[src/hw/rtl/bfhd_pkg.sv]
// ============================================================================
// bfhd_pkg
// Shared types and constants for the binary frame header decoder: status
// codes, header byte positions, register indexes and the result record.
// ============================================================================
package bfhd_pkg;

    localparam int HEADER_BYTES = 8;
    localparam int POS_W        = 4;
    localparam int LEN_W        = 32;
    localparam int SEEN_W       = LEN_W + 1;

    // Header byte positions
    localparam logic [POS_W-1:0] POS_MAGIC0  = 4'd0;
    localparam logic [POS_W-1:0] POS_MAGIC1  = 4'd1;
    localparam logic [POS_W-1:0] POS_VERSION = 4'd2;
    localparam logic [POS_W-1:0] POS_TYPE    = 4'd3;
    localparam logic [POS_W-1:0] POS_LEN_END = 4'(HEADER_BYTES - 1);
    localparam logic [POS_W-1:0] POS_DONE    = 4'(HEADER_BYTES);

    // Valid message type range
    localparam logic [7:0] TYPE_MIN = 8'h01;
    localparam logic [7:0] TYPE_MAX = 8'h08;

    // Register indexes (byte address = 4 * index)
    localparam logic [1:0] REG_MAGIC_FIRST  = 2'd0;
    localparam logic [1:0] REG_MAGIC_SECOND = 2'd1;
    localparam logic [1:0] REG_VERSION      = 2'd2;
    localparam logic [1:0] REG_MAX_LENGTH   = 2'd3;

    typedef enum logic [2:0] {
        ST_OK      = 3'd0,
        ST_SHORT   = 3'd1,
        ST_MAGIC   = 3'd2,
        ST_VERSION = 3'd3,
        ST_TYPE    = 3'd4,
        ST_LENGTH  = 3'd5
    } t_status;

    typedef struct packed {
        logic [7:0]       magic_first;
        logic [7:0]       magic_second;
        logic [7:0]       expected_version;
        logic [LEN_W-1:0] max_payload_length;
    } t_cfg;

    typedef struct packed {
        logic [7:0]       out_byte;
        logic             is_status;
        t_status          status_code;
        logic [7:0]       message_type;
        logic [LEN_W-1:0] payload_length;
        logic             run_last;
    } t_result;

endpackage

[src/hw/rtl/bfhd_parser.sv]
// ============================================================================
// bfhd_parser
// Per-buffer frame state and the combinational step that turns one byte into
// at most two result records (payload byte, end-of-buffer status).
// ============================================================================
module bfhd_parser (
    input  logic               i_clk,
    input  logic               i_rst_n,
    input  logic               i_step,
    input  logic [7:0]         i_byte,
    input  logic               i_eob,
    input  bfhd_pkg::t_cfg     i_cfg,
    output bfhd_pkg::t_result  o_res0,
    output bfhd_pkg::t_result  o_res1,
    output logic [1:0]         o_nres
);

    logic [bfhd_pkg::POS_W-1:0]  r_pos,  n_pos;
    logic [bfhd_pkg::LEN_W-1:0]  r_len,  n_len;
    logic [7:0]                  r_type, n_type;
    bfhd_pkg::t_status           r_err,  n_err;
    logic [bfhd_pkg::SEEN_W-1:0] r_seen, n_seen;

    always_comb begin
        logic              pass;
        bfhd_pkg::t_status code;
        bfhd_pkg::t_result pay;
        bfhd_pkg::t_result sts;

        n_pos  = r_pos;
        n_len  = r_len;
        n_type = r_type;
        n_err  = r_err;
        n_seen = r_seen;
        pass   = 1'b0;

        if (r_pos < bfhd_pkg::POS_DONE) begin
            unique case (r_pos)
                bfhd_pkg::POS_MAGIC0: begin
                    if (i_byte != i_cfg.magic_first && r_err == bfhd_pkg::ST_OK)
                        n_err = bfhd_pkg::ST_MAGIC;
                end
                bfhd_pkg::POS_MAGIC1: begin
                    if (i_byte != i_cfg.magic_second && r_err == bfhd_pkg::ST_OK)
                        n_err = bfhd_pkg::ST_MAGIC;
                end
                bfhd_pkg::POS_VERSION: begin
                    if (i_byte != i_cfg.expected_version && r_err == bfhd_pkg::ST_OK)
                        n_err = bfhd_pkg::ST_VERSION;
                end
                bfhd_pkg::POS_TYPE: begin
                    n_type = i_byte;
                    if ((i_byte < bfhd_pkg::TYPE_MIN || i_byte > bfhd_pkg::TYPE_MAX)
                        && r_err == bfhd_pkg::ST_OK)
                        n_err = bfhd_pkg::ST_TYPE;
                end
                default: begin
                    // Length bytes, big-endian
                    n_len = {r_len[bfhd_pkg::LEN_W-9:0], i_byte};
                    if (r_pos == bfhd_pkg::POS_LEN_END && r_err == bfhd_pkg::ST_OK
                        && n_len > i_cfg.max_payload_length)
                        n_err = bfhd_pkg::ST_LENGTH;
                end
            endcase
            n_pos = r_pos + 1'b1;
        end else if (r_err == bfhd_pkg::ST_OK && r_seen < {1'b0, r_len}) begin
            pass   = 1'b1;
            n_seen = r_seen + 1'b1;
        end

        // End-of-buffer status, in precedence order
        if (n_pos < bfhd_pkg::POS_DONE)
            code = bfhd_pkg::ST_SHORT;
        else if (n_err != bfhd_pkg::ST_OK)
            code = n_err;
        else if (n_seen < {1'b0, n_len})
            code = bfhd_pkg::ST_SHORT;
        else
            code = bfhd_pkg::ST_OK;

        pay.out_byte       = i_byte;
        pay.is_status      = 1'b0;
        pay.status_code    = bfhd_pkg::ST_OK;
        pay.message_type   = n_type;
        pay.payload_length = n_len;
        pay.run_last       = !i_eob;

        sts.out_byte       = 8'd0;
        sts.is_status      = 1'b1;
        sts.status_code    = code;
        sts.message_type   = n_type;
        sts.payload_length = (code == bfhd_pkg::ST_OK) ? n_len : '0;
        sts.run_last       = 1'b1;

        o_res0 = pass ? pay : sts;
        o_res1 = sts;
        o_nres = {1'b0, pass} + {1'b0, i_eob};

        // Clear for the next buffer
        if (i_eob) begin
            n_pos  = '0;
            n_len  = '0;
            n_type = '0;
            n_err  = bfhd_pkg::ST_OK;
            n_seen = '0;
        end
    end

    always_ff @(posedge i_clk) begin
        if (!i_rst_n) begin
            r_pos  <= '0;
            r_len  <= '0;
            r_type <= '0;
            r_err  <= bfhd_pkg::ST_OK;
            r_seen <= '0;
        end else if (i_step) begin
            r_pos  <= n_pos;
            r_len  <= n_len;
            r_type <= n_type;
            r_err  <= n_err;
            r_seen <= n_seen;
        end
    end

endmodule

[src/hw/rtl/binary_frame_header_decoder.sv]
// ============================================================================
// binary_frame_header_decoder
// Checks the 8-byte header of a received buffer (magic, version, type,
// big-endian length), passes payload bytes on and reports one status per
// buffer.
// ============================================================================
// Usage:
//   Input channel (i_valid / o_stall) carries one buffer byte per item with
//   an end-of-buffer flag. Output channel (o_valid / i_stall) carries result
//   items: a payload byte (o_is_status = 0) or the end-of-buffer status
//   (o_is_status = 1). o_run_last marks the last result caused by an item.
//   Header bytes and trailing bytes past the payload length give no result
//   unless they end the buffer.
//   Path: an item is held in the input register until the result stage is
//   free, then its results land in the two-entry result stage, whose slot 0
//   drives the output.
//   Throughput: one item per cycle while each item gives at most one result
//   and i_stall stays low; an item that gives a payload byte and a status
//   holds the result stage until the single output port has drained both.
//   Stall: when i_stall holds the output, the input register still takes one
//   more item, then o_stall rises until the result stage drains.
//   Reset (synchronous, i_rst_n low) clears frame state and both stages and
//   loads the register defaults (magic 'H','X', version 1, max length 65536).
//   Write registers over the APB port only while the block is idle.
// ============================================================================
module binary_frame_header_decoder (
    input  logic        i_clk,
    input  logic        i_rst_n,
    // input byte channel
    input  logic        i_valid,
    output logic        o_stall,
    input  logic [7:0]  i_data_byte,
    input  logic        i_end_of_buffer,
    // result channel
    output logic        o_valid,
    input  logic        i_stall,
    output logic [7:0]  o_out_byte,
    output logic        o_is_status,
    output logic [2:0]  o_status_code,
    output logic [7:0]  o_message_type,
    output logic [31:0] o_payload_length,
    output logic        o_run_last,
    // register port
    input  logic        psel,
    input  logic        penable,
    input  logic        pwrite,
    input  logic [3:0]  paddr,
    input  logic [31:0] pwdata,
    output logic [31:0] prdata,
    output logic        pready
);

    // ---------------------------------------------------------------- registers
    bfhd_pkg::t_cfg r_cfg;
    logic           cfg_we;
    logic [1:0]     cfg_idx;

    assign pready  = 1'b1;
    assign cfg_we  = psel && penable && pwrite && pready;
    assign cfg_idx = paddr[3:2];

    always_ff @(posedge i_clk) begin
        if (!i_rst_n) begin
            r_cfg.magic_first        <= 8'd72;
            r_cfg.magic_second       <= 8'd88;
            r_cfg.expected_version   <= 8'd1;
            r_cfg.max_payload_length <= 32'd65536;
        end else if (cfg_we) begin
            unique case (cfg_idx)
                bfhd_pkg::REG_MAGIC_FIRST:  r_cfg.magic_first        <= pwdata[7:0];
                bfhd_pkg::REG_MAGIC_SECOND: r_cfg.magic_second       <= pwdata[7:0];
                bfhd_pkg::REG_VERSION:      r_cfg.expected_version   <= pwdata[7:0];
                bfhd_pkg::REG_MAX_LENGTH:   r_cfg.max_payload_length <= pwdata;
                default: ;
            endcase
        end
    end

    always_comb begin
        unique case (cfg_idx)
            bfhd_pkg::REG_MAGIC_FIRST:  prdata = {24'd0, r_cfg.magic_first};
            bfhd_pkg::REG_MAGIC_SECOND: prdata = {24'd0, r_cfg.magic_second};
            bfhd_pkg::REG_VERSION:      prdata = {24'd0, r_cfg.expected_version};
            bfhd_pkg::REG_MAX_LENGTH:   prdata = r_cfg.max_payload_length;
            default:                    prdata = '0;
        endcase
    end

    // ---------------------------------------------------------- handshake
    logic [1:0] r_cnt;      // results held in the result stage
    logic       take;       // result handed over this cycle
    logic       free;       // result stage empty after this cycle
    logic       advance;    // input register moves into the result stage
    logic       in_acc;

    logic       r_in_valid;
    logic [7:0] r_in_byte;
    logic       r_in_eob;

    assign o_valid = (r_cnt != 2'd0);
    assign take    = o_valid && !i_stall;
    assign free    = (r_cnt == 2'd0) || (r_cnt == 2'd1 && take);
    assign advance = r_in_valid && free;
    assign o_stall = r_in_valid && !free;
    assign in_acc  = i_valid && !o_stall;

    // Input register: hold while the result stage is busy
    always_ff @(posedge i_clk) begin
        if (!i_rst_n) begin
            r_in_valid <= 1'b0;
        end else if (in_acc) begin
            r_in_valid <= 1'b1;
        end else if (advance) begin
            r_in_valid <= 1'b0;
        end
    end

    always_ff @(posedge i_clk) begin
        if (in_acc) begin
            r_in_byte <= i_data_byte;
            r_in_eob  <= i_end_of_buffer;
        end
    end

    // ---------------------------------------------------------- decode step
    bfhd_pkg::t_result res0, res1;
    logic [1:0]        nres;

    bfhd_parser u_parser (
        .i_clk   (i_clk),
        .i_rst_n (i_rst_n),
        .i_step  (advance),
        .i_byte  (r_in_byte),
        .i_eob   (r_in_eob),
        .i_cfg   (r_cfg),
        .o_res0  (res0),
        .o_res1  (res1),
        .o_nres  (nres)
    );

    // ---------------------------------------------------------- result stage
    // Slot 0 drives the port; slot 1 holds the status behind a payload byte.
    bfhd_pkg::t_result r_res0, r_res1;

    always_ff @(posedge i_clk) begin
        if (!i_rst_n) begin
            r_cnt <= 2'd0;
        end else if (advance) begin
            r_cnt <= nres;
        end else if (take) begin
            r_cnt <= r_cnt - 2'd1;
        end
    end

    always_ff @(posedge i_clk) begin
        if (advance) begin
            r_res0 <= res0;
            r_res1 <= res1;
        end else if (take && r_cnt == 2'd2) begin
            r_res0 <= r_res1;
        end
    end

    assign o_out_byte       = r_res0.out_byte;
    assign o_is_status      = r_res0.is_status;
    assign o_status_code    = r_res0.status_code;
    assign o_message_type   = r_res0.message_type;
    assign o_payload_length = r_res0.payload_length;
    assign o_run_last       = r_res0.run_last;

endmodule

[config.mk]
export PLATFORM = sky130hd
export DESIGN_NAME = binary_frame_header_decoder
export DESIGN_NICKNAME = d
export VERILOG_FILES = /design/src/hw/rtl/bfhd_pkg.sv /design/src/hw/rtl/bfhd_parser.sv /design/src/hw/rtl/binary_frame_header_decoder.sv
export SDC_FILE = /design/constraint.sdc
export NUM_CORES = 1
export LEC_CHECK = 0
export ABC_AREA = 1
export BUFFER_PORTS_ARGS = -buffer_cell sky130_fd_sc_hd__buf_2
export CORE_MARGIN = 1
export CORE_UTILIZATION = 45
export DETAILED_ROUTE_END_ITERATION = 6
export PLACE_DENSITY_LB_ADDON = 0.2
export SETUP_SLACK_MARGIN = 0.05
export SLEW_MARGIN = 15
export SYNTH_ARGS = -nofsm -noshare
export SYNTH_HDL_FRONTEND = slang
export SYNTH_HIERARCHICAL = 1
export SYNTH_SLANG_ARGS = --single-unit
[constraint.sdc]
create_clock -name i_clk -period 4.47 [get_ports i_clk]
set_input_delay 0 -clock i_clk [delete_from_list [all_inputs] [get_ports i_clk]]
set_output_delay 0 -clock i_clk [all_outputs]
set_load 0.03 [all_outputs]
==> results.json, run 1 <==
{
  "status": "completed",
  "synth_top_area_share_pct": 23.8,
  "nets": 2227,
  "pwr_density_cell_nw_per_um2": 367,
  "antenna_left": 0,
  "postLayoutCoreUtil_pct": 56.5,
  "setup_tns_ns": 0,
  "p_leak_nw": 7.76,
  "yosysMostFrequentCell": "nand2_1",
  "place_area_um2": 16000,
  "cts_buffer_depth": 3,
  "synthToLayoutAreaGrowth_pct": 23.2,
  "instances_no_fill": 2496,
  "antenna_cells": 0,
  "port_buffers": 136,
  "cts_made_buffers": 29,
  "cap_violations": 0,
  "syn_area_um2": 14500,
  "grt_pass1_vias": 12000,
  "required_ns": 4.89,
  "synth_area_leaders": "edfxtp_1 (24%), dfxtp_1 (19%), nand2_1 (13%)",
  "grt_max_degree": 79,
  "whs_ns": 0.0457,
  "initial_core_util_pct": 45.9,
  "h-tree-depth": 1,
  "crit_type": "flip-flop to flip-flop",
  "ys_seq_area_share_pct": 43.0,
  "synth-edff-count": 115,
  "fin_skew_ns": 0.0127,
  "tightest_slew_ns": 1.14,
  "placed_cells": 2386,
  "clock.fmax_mhz": 236,
  "io_pins": 140,
  "insertion_delay_ns": 0.56,
  "gp_congestion": 0.904,
  "wl_um": 38700,
  "routedWlPerCell_um": 15.5,
  "drt_iter0_markers": 821,
  "die_h_um": 182,
  "drc": 0,
  "startpoint_type": "flip-flop",
  "clk_pin_slew_worst_paths_ns": 0.06,
  "die_w_um": 182,
  "finalHoldViolCount": 0,
  "critical_path_arrival_ns": 4.65,
  "yosysWarnings": 6,
  "total_power_mw": 6.57,
  "ys_types": 55,
  "cts.sinks": 254,
  "core_area_um2": 31600,
  "synth_ff_type": "dfxtp_1",
  "period_needed_ns": 4.24,
  "cp-end-kind": "flip-flop",
  "overflow": 0,
  "finalInstanceArea_um2": 17900,
  "via_per_inst": 5.05,
  "crit_path_max_fanout": 5,
  "rows": 65,
  "ys_ff_latch": 254,
  "setup-violations-final": 0,
  "ir_worst_vdd_mv": 0.400,
  "drv_slew": 0,
  "critical-path-slowest-cell": "dfxtp_1",
  "slew_headroom_pct": 23.7,
  "syn_area_per_cell_um2": 7.95,
  "fin_crit_sh_pct": 94.8,
  "dieArea_um2": 33000,
  "grtUsageTotal_pct": 23.0,
  "drt_pass1_iterations": 6,
  "crit_path_max_incr_delay_ns": 0.32,
  "hold_class": "input port to flip-flop",
  "antenna_found_initial": 0,
  "worst_slack_ns": 0.234,
  "cts_tree": "built",
  "num_vias": 12600,
  "place_hpwl_um": 26600,
  "cpMostUsedCell": "nand2_2",
  "yosys.area.top_type": "edfxtp_1",
  "cts_root_buf": "clkbuf_16",
  "synth_commonest_cells": "nand2_1 (486), nor2_1 (218), inv_1 (187), dfxtp_1 (139), edfxtp_1 (115)",
  "place_ws_ns": 0.213,
  "syn_inst": 1826,
  "grt_pass1_wl_um": 60900,
  "drive_gt1_share_pct": 22.9,
  "ys_async_sr_fraction_pct": 0
}
-- worst max-delay path: cells and delay by family (launching register included) --
family	cells	cell delay, ns
adders and majority gates	2	0.55
AOI/OAI and AO/OA	3	0.44
and+or+nand+nor	19	2.12
buffers and inverters	4	0.46
DFF	1	0.32
xor gates and xnor gates	1	0.16
-- power breakdown --
group,internal (mW),total (mW),switching (mW)
Clock,1.58,2.58,0.994
Combinational,0.388,1.27,0.883
Sequential,2.65,2.72,0.0706
-- area by class of cell --
cell class	instances	area (um2)
multi-input cells	1291	7260
flip-flops and latches	254	6260
inverters	200	753
repair buffers	295	2070
clock inverters	19	255
fillers	2925	13800
clock buffers	35	778
well taps	402	503
-- placed cells by master, fill, tap and decap left out, types with 6 or more instances in the layout --
cell type,netlist,final
buf_2,8,136
a31oi_1,7,7
o22ai_1,31,31
nand2_1,486,468
clkinv_2,0,7
nand2_2,3,20
conb_1,3,11
bufinv_16,0,6
nor3_1,11,10
nor2_4,6,7
dfxtp_2,0,19
o21ai_0,72,71
inv_1,187,183
nand4_1,28,28
edfxtp_1,115,115
dlygate4sd3_1,0,48
clkbuf_16,0,31
xnor2_1,23,23
ha_4,0,11
a21oi_2,28,31
a21oi_1,91,87
buf_4,23,102
o21ai_1,28,29
nor2_1,218,212
xor2_1,19,19
or2_2,7,7
nor2_2,40,45
nand3_1,35,34
dfxtp_1,139,119
ha_1,104,93
inv_2,12,16
-- logic make-up (layout without fill, tap and decap cells) --
kind of cell	count (synthesis)	in the layout	synth area share, %
AOI/OAI and AO/OA	276	276	11.0
adders and majority gates	104	104	8.96
DFF	254	254	43.0
and+or+nand+nor	857	858	25.4
buffers and inverters	290	549	9.11
other	3	11	0.0776
xor gates and xnor gates	42	42	2.53
-- final timing paths --
path / startpoint / to / slack, ns / cells past startpoint
worst max-delay path: u_parser/r_len[28]$_SDFFE_PN0P_ / o_payload_length[11]$_DFFE_PP_ / 0.23 / 29
worst min-delay path: penable / r_cfg[44]$_SDFFE_PN1P_ / 0.05 / 5
worst max register to register: u_parser/r_len[28]$_SDFFE_PN0P_ / o_payload_length[11]$_DFFE_PP_ / 0.23 / 29
worst min register to register: u_parser/r_type[0]$_SDFFE_PN0P_ / u_parser/r_type[0]$_SDFFE_PN0P_ / 0.47 / 2
-- per-layer routing --
metal / vias up / track usage [%] / wire, um
li1: 6405 / - / -
met1: 5877 / 29.5 / 17300
met2: 238 / 40.9 / 18700
met3: 75 / 2.09 / 1370
met4: 0 / 6.88 / 1310
met5: - / 0 / 0
-- sequential cells by signal, summed over array words and instances, names as in the netlist, 2 cells and up --
name and count:
o_message_type 8, r_cnt 2, r_res1 53, u_parser/r_seen 33
o_payload_length 32, u_parser/r_err 3, o_out_byte 8, u_parser/r_pos 4
r_cfg 56, u_parser/r_len 32, u_parser/r_type 8, o_status_code 3
r_in_byte 8
-- timing repair --
action / 4_1_cts / 5_1_grt
endpoints found under the hold margin: 68 / 0
setup endpoints to repair: 0 / 60
gates resized for setup: 0 / 74
setup buffers: 0 / 5
hold buffers: 48 / 0
Note: power is estimated with default switching activity, not from simulation.
==> inputs of run 2 (changes only) <==
--- a/config.mk
+++ b/config.mk
@@ -15,5 +15,4 @@
 export SLEW_MARGIN = 15
 export SYNTH_ARGS = -nofsm -noshare
 export SYNTH_HDL_FRONTEND = slang
-export SYNTH_HIERARCHICAL = 1
 export SYNTH_SLANG_ARGS = --single-unit
==> run 2 against run 1 <==
Clock skew increased by 0.011 ns; critical path type unchanged; largest power group unchanged; sequential cell count decreased by 10; wire length shrank 13%; die area decreased by 6.9%; via count shrank 7.5%.
==> results.json, run 2 <==
{
  "top_regs": "r_cfg x56, r_res1 x43, u_parser.r_seen x33",
  "instances_no_fill": 2295,
  "status": "completed",
  "place_hpwl_um": 23800,
  "crit_path_max_fanout": 32,
  "rsz0062_at_grt": "false",
  "mostFrequentLayoutCells": "nand2_1 (453), nor2_1 (223), inv_1 (172), dfxtp_1 (138), buf_2 (136)",
  "insertion_delay_ns": 0.55,
  "ys_types": 50,
  "h-tree-depth": 1,
  "syn_nets": 1870,
  "synth_ff_type": "dfxtp_1",
  "cts_tree": "built",
  "n_fill_cell": 2791,
  "worst_slack_ns": 0.356,
  "startpoint_type": "flip-flop",
  "grt_pass1_wl_um": 54700,
  "ys_async_sr_fraction_pct": 0,
  "routedWlPerCell_um": 14.7,
  "synth_area_leaders": "edfxtp_1 (23%), dfxtp_1 (21%), nand2_1 (13%)",
  "layout_commonest_cell": "nand2_1",
  "synth-edff-count": 105,
  "drv_slew": 0,
  "yosysMostFrequentCell": "nand2_1",
  "syn_area_um2": 13500,
  "grtUsageMet3_pct": 2.96,
  "slew_headroom_pct": 27.1,
  "period_needed_ns": 4.11,
  "syn_inst": 1715,
  "clk_pin_slew_worst_paths_ns": 0.06,
  "regMostFlops": "r_cfg",
  "clock.fmax_mhz": 243,
  "cap_violations": 0,
  "synth_commonest_cells": "nand2_1 (455), nor2_1 (225), inv_1 (172), dfxtp_1 (139), a21oi_1 (124)",
  "fin_skew_ns": 0.0239,
  "crit_type": "flip-flop to flip-flop",
  "drt_iter0_markers": 827,
  "cts.sinks": 244,
  "ys_ff_latch": 244,
  "port_buffers": 136,
  "place_ws_ns": 0.247,
  "cp-end-kind": "flip-flop",
  "grt_pass1_vias": 10800,
  "antenna_left": 0,
  "io_pins": 140,
  "grtUsageTotal_pct": 22.0,
  "setup_tns_ns": 0,
  "total_power_mw": 5.43,
  "use_met1_pct": 31.4,
  "whs_ns": 0.0523,
  "via_per_inst": 5.08,
  "die_w_um": 175,
  "finalHoldViolCount": 0,
  "overflow": 0,
  "cts_root_buf": "clkbuf_16",
  "synthToLayoutAreaGrowth_pct": 18.5,
  "drt_pass1_iterations": 6,
  "wl_um": 33800,
  "grt.busiest_layer": "met2",
  "placed_cells": 2192,
  "antenna_found_initial": 0,
  "core_area_um2": 29600,
  "yosysWarnings": 0,
  "nets": 2038,
  "cts_buffer_depth": 3,
  "drc": 0,
  "grt_max_degree": 82,
  "ir_worst_vdd_mv": 0.289,
  "grtUsageMet2_pct": 34.8,
  "gp_congestion": 0.865,
  "syn_area_per_cell_um2": 7.87,
  "critical_path_arrival_ns": 4.39,
  "p_leak_nw": 6.69,
  "largest_reg_flops": 56,
  "tightest_slew_ns": 1.09,
  "drive_gt1_share_pct": 12.2,
  "setup-violations-final": 0,
  "dieArea_um2": 30700,
  "rows": 63,
  "ys_seq_area_share_pct": 44.0,
  "cts_made_buffers": 28,
  "yosys.area.top_type": "edfxtp_1",
  "required_ns": 4.75,
  "pwr_density_cell_nw_per_um2": 339,
  "antenna_cells": 0,
  "hold_class": "input port to flip-flop",
  "num_vias": 11700,
  "initial_core_util_pct": 45.7,
  "die_h_um": 175,
  "fin_crit_sh_pct": 92.0,
  "synth_top_area_share_pct": 23.4
}
run 2: worst max-delay path, cell delays in order, from the launching register on:
cell	delay, ns
dfxtp_1	0.42
inv_1	0.11
ha_1	0.28
nand2_1	0.07
inv_1	0.05
nand2_1	0.06
nand2_1	0.04
a21oi_1	0.17
nand2_1	0.11
nand2_1	0.14
nand2_2	0.13
buf_6	0.19
nor2_4	0.12
nand4_1	0.12
xnor2_1	0.22
ha_1	0.28
a21oi_1	0.15
nor2_1	0.06
a211oi_1	0.17
o221a_2	0.27
nand2_1	0.08
nand2_1	0.08
nand2_2	0.08
nand3_4	0.16
buf_12	0.21
nor2_1	0.06
run 2: per-stage QoR:
step	instance area, um2	utilization (%)
after floorplan	13500	-
after global placement	14500	49.1
after detailed placement	14500	49.1
after CTS	15900	53.8
after global routing	16000	54.1
final	16000	54.1
run 2: metal layers:
layer | vias to the layer above | wire length (um)
li1 | 5963 | -
met1 | 5320 | 16200
met2 | 314 | 14600
met3 | 54 | 2030
met4 | 0 | 843
met5 | - | 0
run 2: path summary, 6_finish.rpt:
check,start,to,slack (ns),depth (start not counted)
max reg2reg,u_parser.r_len[11]$_SDFFE_PN0P_,r_res1[7]$_DFFE_PP_,0.36,25
min,paddr[3],r_cfg[37]$_SDFFE_PN0P_,0.05,5
max,u_parser.r_len[11]$_SDFFE_PN0P_,r_res1[7]$_DFFE_PP_,0.36,25
min reg2reg,u_parser.r_type[3]$_SDFFE_PN0P_,u_parser.r_type[3]$_SDFFE_PN0P_,0.46,2
run 2: cells by family after synthesis:
family	Yosys count	share of synthesized area, %
xor gates and xnor gates	47	3.11
and+or+nand+nor	788	23.8
DFF	244	44.0
buffers and inverters	248	7.20
AOI/OAI and AO/OA	283	12.3
other	1	0.0278
muxes	1	0.0742
adders and majority gates	103	9.55
run 2: repair_timing:
action,4_1_cts,5_1_grt
hold buffers,49,0
gates resized for setup,0,13
endpoints found under the setup margin,0,64
endpoints found under the hold margin,68,0
buffers inserted,0,1
run 2: layout make-up:
cell class | instances | area, um2 | share of cell area (%)
clock inverters | 14 | 128 | 0.798
clock buffers | 38 | 759 | 4.75
multi-input cells | 1224 | 6660 | 41.6
repair buffers | 202 | 1340 | 8.35
inverters | 183 | 693 | 4.33
well taps | 390 | 488 | 3.05
flip-flops and latches | 244 | 5940 | 37.1
run 2: power by group:
| group | leakage (nW) | switching (mW) | internal, mW |
|---|---|---|---|
| Combinational | 4.16 | 0.491 | 0.188 |
| Clock | 0.415 | 0.915 | 1.30 |
| Sequential | 2.11 | 0.0461 | 2.49 |
==> inputs of run 3 (changes only) <==
--- a/config.mk
+++ b/config.mk
@@ -5,10 +5,11 @@
 export SDC_FILE = /design/constraint.sdc
 export NUM_CORES = 1
 export LEC_CHECK = 0
-export ABC_AREA = 1
+export ABC_AREA = 0
 export BUFFER_PORTS_ARGS = -buffer_cell sky130_fd_sc_hd__buf_2
 export CORE_MARGIN = 1
 export CORE_UTILIZATION = 45
+export CTS_BUF_LIST = sky130_fd_sc_hd__clkbuf_2
 export DETAILED_ROUTE_END_ITERATION = 6
 export PLACE_DENSITY_LB_ADDON = 0.2
 export SETUP_SLACK_MARGIN = 0.05
==> run 3 against run 2 <==
The run now ends with DRC, setup timing left; sequential power is essentially flat; via count is 11% higher; global-route usage is 6.0 points higher; clock power down 28%; first-iteration DRC count rose by 37%; hold slack improved by 0.052 ns; clock-buffer cell count grew 65; critical path depth fell by 3; sequential share of layout area decreased by 3.8 points; wire length is 28% higher; non-clock buffer count increased by 222; setup slack got worse by 0.63 ns.
==> results.json, run 3 <==
{
  "synthXorXnorAreaFrac_pct": 3.62,
  "nets": 2040,
  "synthToLayoutAreaGrowth_pct": 32.3,
  "antenna_left": 0,
  "routedWlPerCell_um": 18.6,
  "synth_top_family_by_area": "simple AND/OR/NAND/NOR gates",
  "rsz0062_at_grt": "true",
  "gp_congestion": 0.949,
  "place_hpwl_um": 27400,
  "n_fill_cell": 2611,
  "num_vias": 12900,
  "io_pins": 140,
  "status": "finished, violations left",
  "tightest_slew_ns": 1.10,
  "h-tree-depth": 3,
  "ys_types": 74,
  "grt_max_degree": 127,
  "syn_area_per_cell_um2": 9.13,
  "antenna_found_initial": 1,
  "top_regs": "r_cfg x56, r_res1 x43, u_parser.r_seen x33",
  "grt_pass1_vias": 12500,
  "crit_type": "flip-flop to flip-flop",
  "drv_slew": 0,
  "cap_violations": 0,
  "setup_tns_ns": -13.90,
  "worst_slack_ns": -0.272,
  "cp-end-kind": "flip-flop",
  "finalHoldViolCount": 0,
  "place_area_um2": 15600,
  "cts_root_buf": "clkbuf_2",
  "largest_reg_flops": 56,
  "cts_tree": "built",
  "synth_compound_area_share_pct": 16.0,
  "mostFrequentLayoutCells": "nor2_1 (212), buf_4 (169), a21oi_1 (155), nand2_1 (137), buf_2 (136)",
  "finalInstanceArea_um2": 17900,
  "port_buffers": 136,
  "drt_iter0_markers": 1131,
  "cts_made_buffers": 68,
  "die_w_um": 176,
  "period_needed_ns": 4.74,
  "core_area_um2": 29600,
  "synth_top_area_share_pct": 23.3,
  "setup-violations-final": 65,
  "syn_area_um2": 13600,
  "ys_ff_latch": 244,
  "syn_inst": 1484,
  "hold_class": "input port to flip-flop",
  "clock.fmax_mhz": 211,
  "ys_async_sr_fraction_pct": 0,
  "drive_gt1_share_pct": 30.0,
  "grt_pass1_wl_um": 67300,
  "drt_pass1_iterations": 7,
  "ys_seq_area_share_pct": 43.8,
  "insertion_delay_ns": 0.88,
  "fin_crit_sh_pct": 106,
  "regArea_um2": 5970,
  "yosysMostFrequentCell": "nor2_1",
  "pwr_density_cell_nw_per_um2": 272,
  "yosysWarnings": 0,
  "regMostFlops": "r_cfg",
  "yosys.area.top_type": "edfxtp_1",
  "multiInputGateArea_um2": 7340,
  "synth_commonest_cells": "nor2_1 (216), a21oi_1 (159), nand2_1 (140), dfxtp_1 (139), edfxtp_1 (105)",
  "synthSimpleGateAreaFrac_pct": 18.0,
  "dieArea_um2": 30800,
  "postLayoutCoreUtil_pct": 60.5,
  "clk_pin_slew_worst_paths_ns": 0.12,
  "synth_ff_type": "dfxtp_1",
  "wl_um": 43200,
  "slew_headroom_pct": 26.2,
  "critical_path_arrival_ns": 5.30,
  "rows": 63,
  "fin_skew_ns": 0.0978,
  "violations": "DRC, setup timing",
  "p_leak_nw": 7.30,
  "synth_mux_area_share_pct": 3.92,
  "synth_area_leaders": "edfxtp_1 (23%), dfxtp_1 (21%), ha_1 (9.5%)",
  "cts.sinks": 244,
  "place_ws_ns": -0.221,
  "grtUsageTotal_pct": 28.0,
  "initial_core_util_pct": 45.7,
  "cts_buffer_depth": 3,
  "drc": 2,
  "startpoint_type": "flip-flop",
  "synth_fa_ha_area_share_pct": 9.51,
  "total_power_mw": 4.88,
  "synth-edff-count": 105,
  "overflow": 0,
  "required_ns": 5.03,
  "die_h_um": 176,
  "layout_commonest_cell": "nor2_1",
  "via_per_inst": 5.54,
  "syn_nets": 1639,
  "crit_path_max_fanout": 8,
  "ir_worst_vdd_mv": 0.179
}
-- run 3: cell types whose count changed after synthesis, moves of 24 or more --
cell | before | now
a211oi_2 | 0 | 31
a21oi_1 | 124 | 159
inv_1 | 172 | 81
mux2i_1 | 1 | 25
nand2_1 | 455 | 140
nor3_1 | 12 | 41
o21a_1 | 32 | 1
-- run 3: repair_timing --
action                                 in CTS  in global routing
cloned                                      3                  0
gates resized for setup                    62                 32
pin swaps                                  30                 25
endpoints found under the hold margin     111                  0
buffers inserted                           30                 15
hold buffers                              104                  0
setup endpoints to repair                  66                 67
-- run 3: layout make-up --
cell class,count,share of cell area [%]
well taps,390,2.72
repair buffers,424,18.0
clock inverters,19,0.426
clock buffers,103,2.88
multi-input cells,1065,41.0
diodes,1,0.0140
inverters,82,1.74
flip-flops and latches,244,33.3
-- run 3: critical path, stage by stage (launching register included) --
cell and delay [ns]:
dfxtp_2 0.35, inv_2 0.05, ha_4 0.22, a211oi_4 0.21, o221ai_2 0.14, a211oi_2 0.31
o2bb2ai_4 0.12, buf_4 0.15, nor4_4 0.19, nand2_1 0.15, xnor2_1 0.15, ha_1 0.33
a2111oi_4 0.37, o21ai_1 0.13, a221oi_2 0.25, buf_4 0.15, and4b_1 0.22, and4bb_2 0.29
o31ai_4 0.09, a21boi_4 0.24, buf_12 0.16, buf_16 0.13, a211oi_2 0.04
-- run 3: stage by stage --
step / instances / hold WS (ns)
after floorplan: 1484 / 0.0989
after global placement: 2060 / 0.178
after detailed placement: 2060 / 0.178
after CTS: 2319 / 0.0476
after global routing: 2328 / 0.0916
final: 2328 / 0.105
-- run 3: per-layer routing --
metal,GRT usage [%],part of all wire [%]
met4,10.1,2.4
met3,5.84,9.2
met5,0,0
met2,43.2,45
met1,38.6,44
-- run 3: kinds of logic after synthesis --
logic type      after synthesis
mux                          42
fa+ha+maj                   103
simple gates                533
other cells                   1
xor+xnor                     56
compound gates              330
flops                       244
buf+inv                     175
-- run 3: path summary, 6_finish.rpt --
check	slack [ns]	to	cells past startpoint	start
worst max-delay path	-0.27	o_payload_length[18]$_DFFE_PP_	22	u_parser.r_len[2]$_SDFFE_PN0P_
worst min-delay path	0.10	r_cfg[54]$_SDFFE_PN1P_	3	i_rst_n
worst max register to register	-0.27	o_payload_length[18]$_DFFE_PP_	22	u_parser.r_len[2]$_SDFFE_PN0P_
worst min register to register	0.46	r_cfg[20]$_SDFFE_PN0P_	2	r_cfg[20]$_SDFFE_PN0P_
-- run 3: power breakdown --
| group | internal (mW) | switching (mW) |
|---|---|---|
| clock | 0.612 | 0.980 |
| combinational | 0.272 | 0.502 |
| sequential | 2.46 | 0.0570 |
| total | 3.35 | 1.54 |
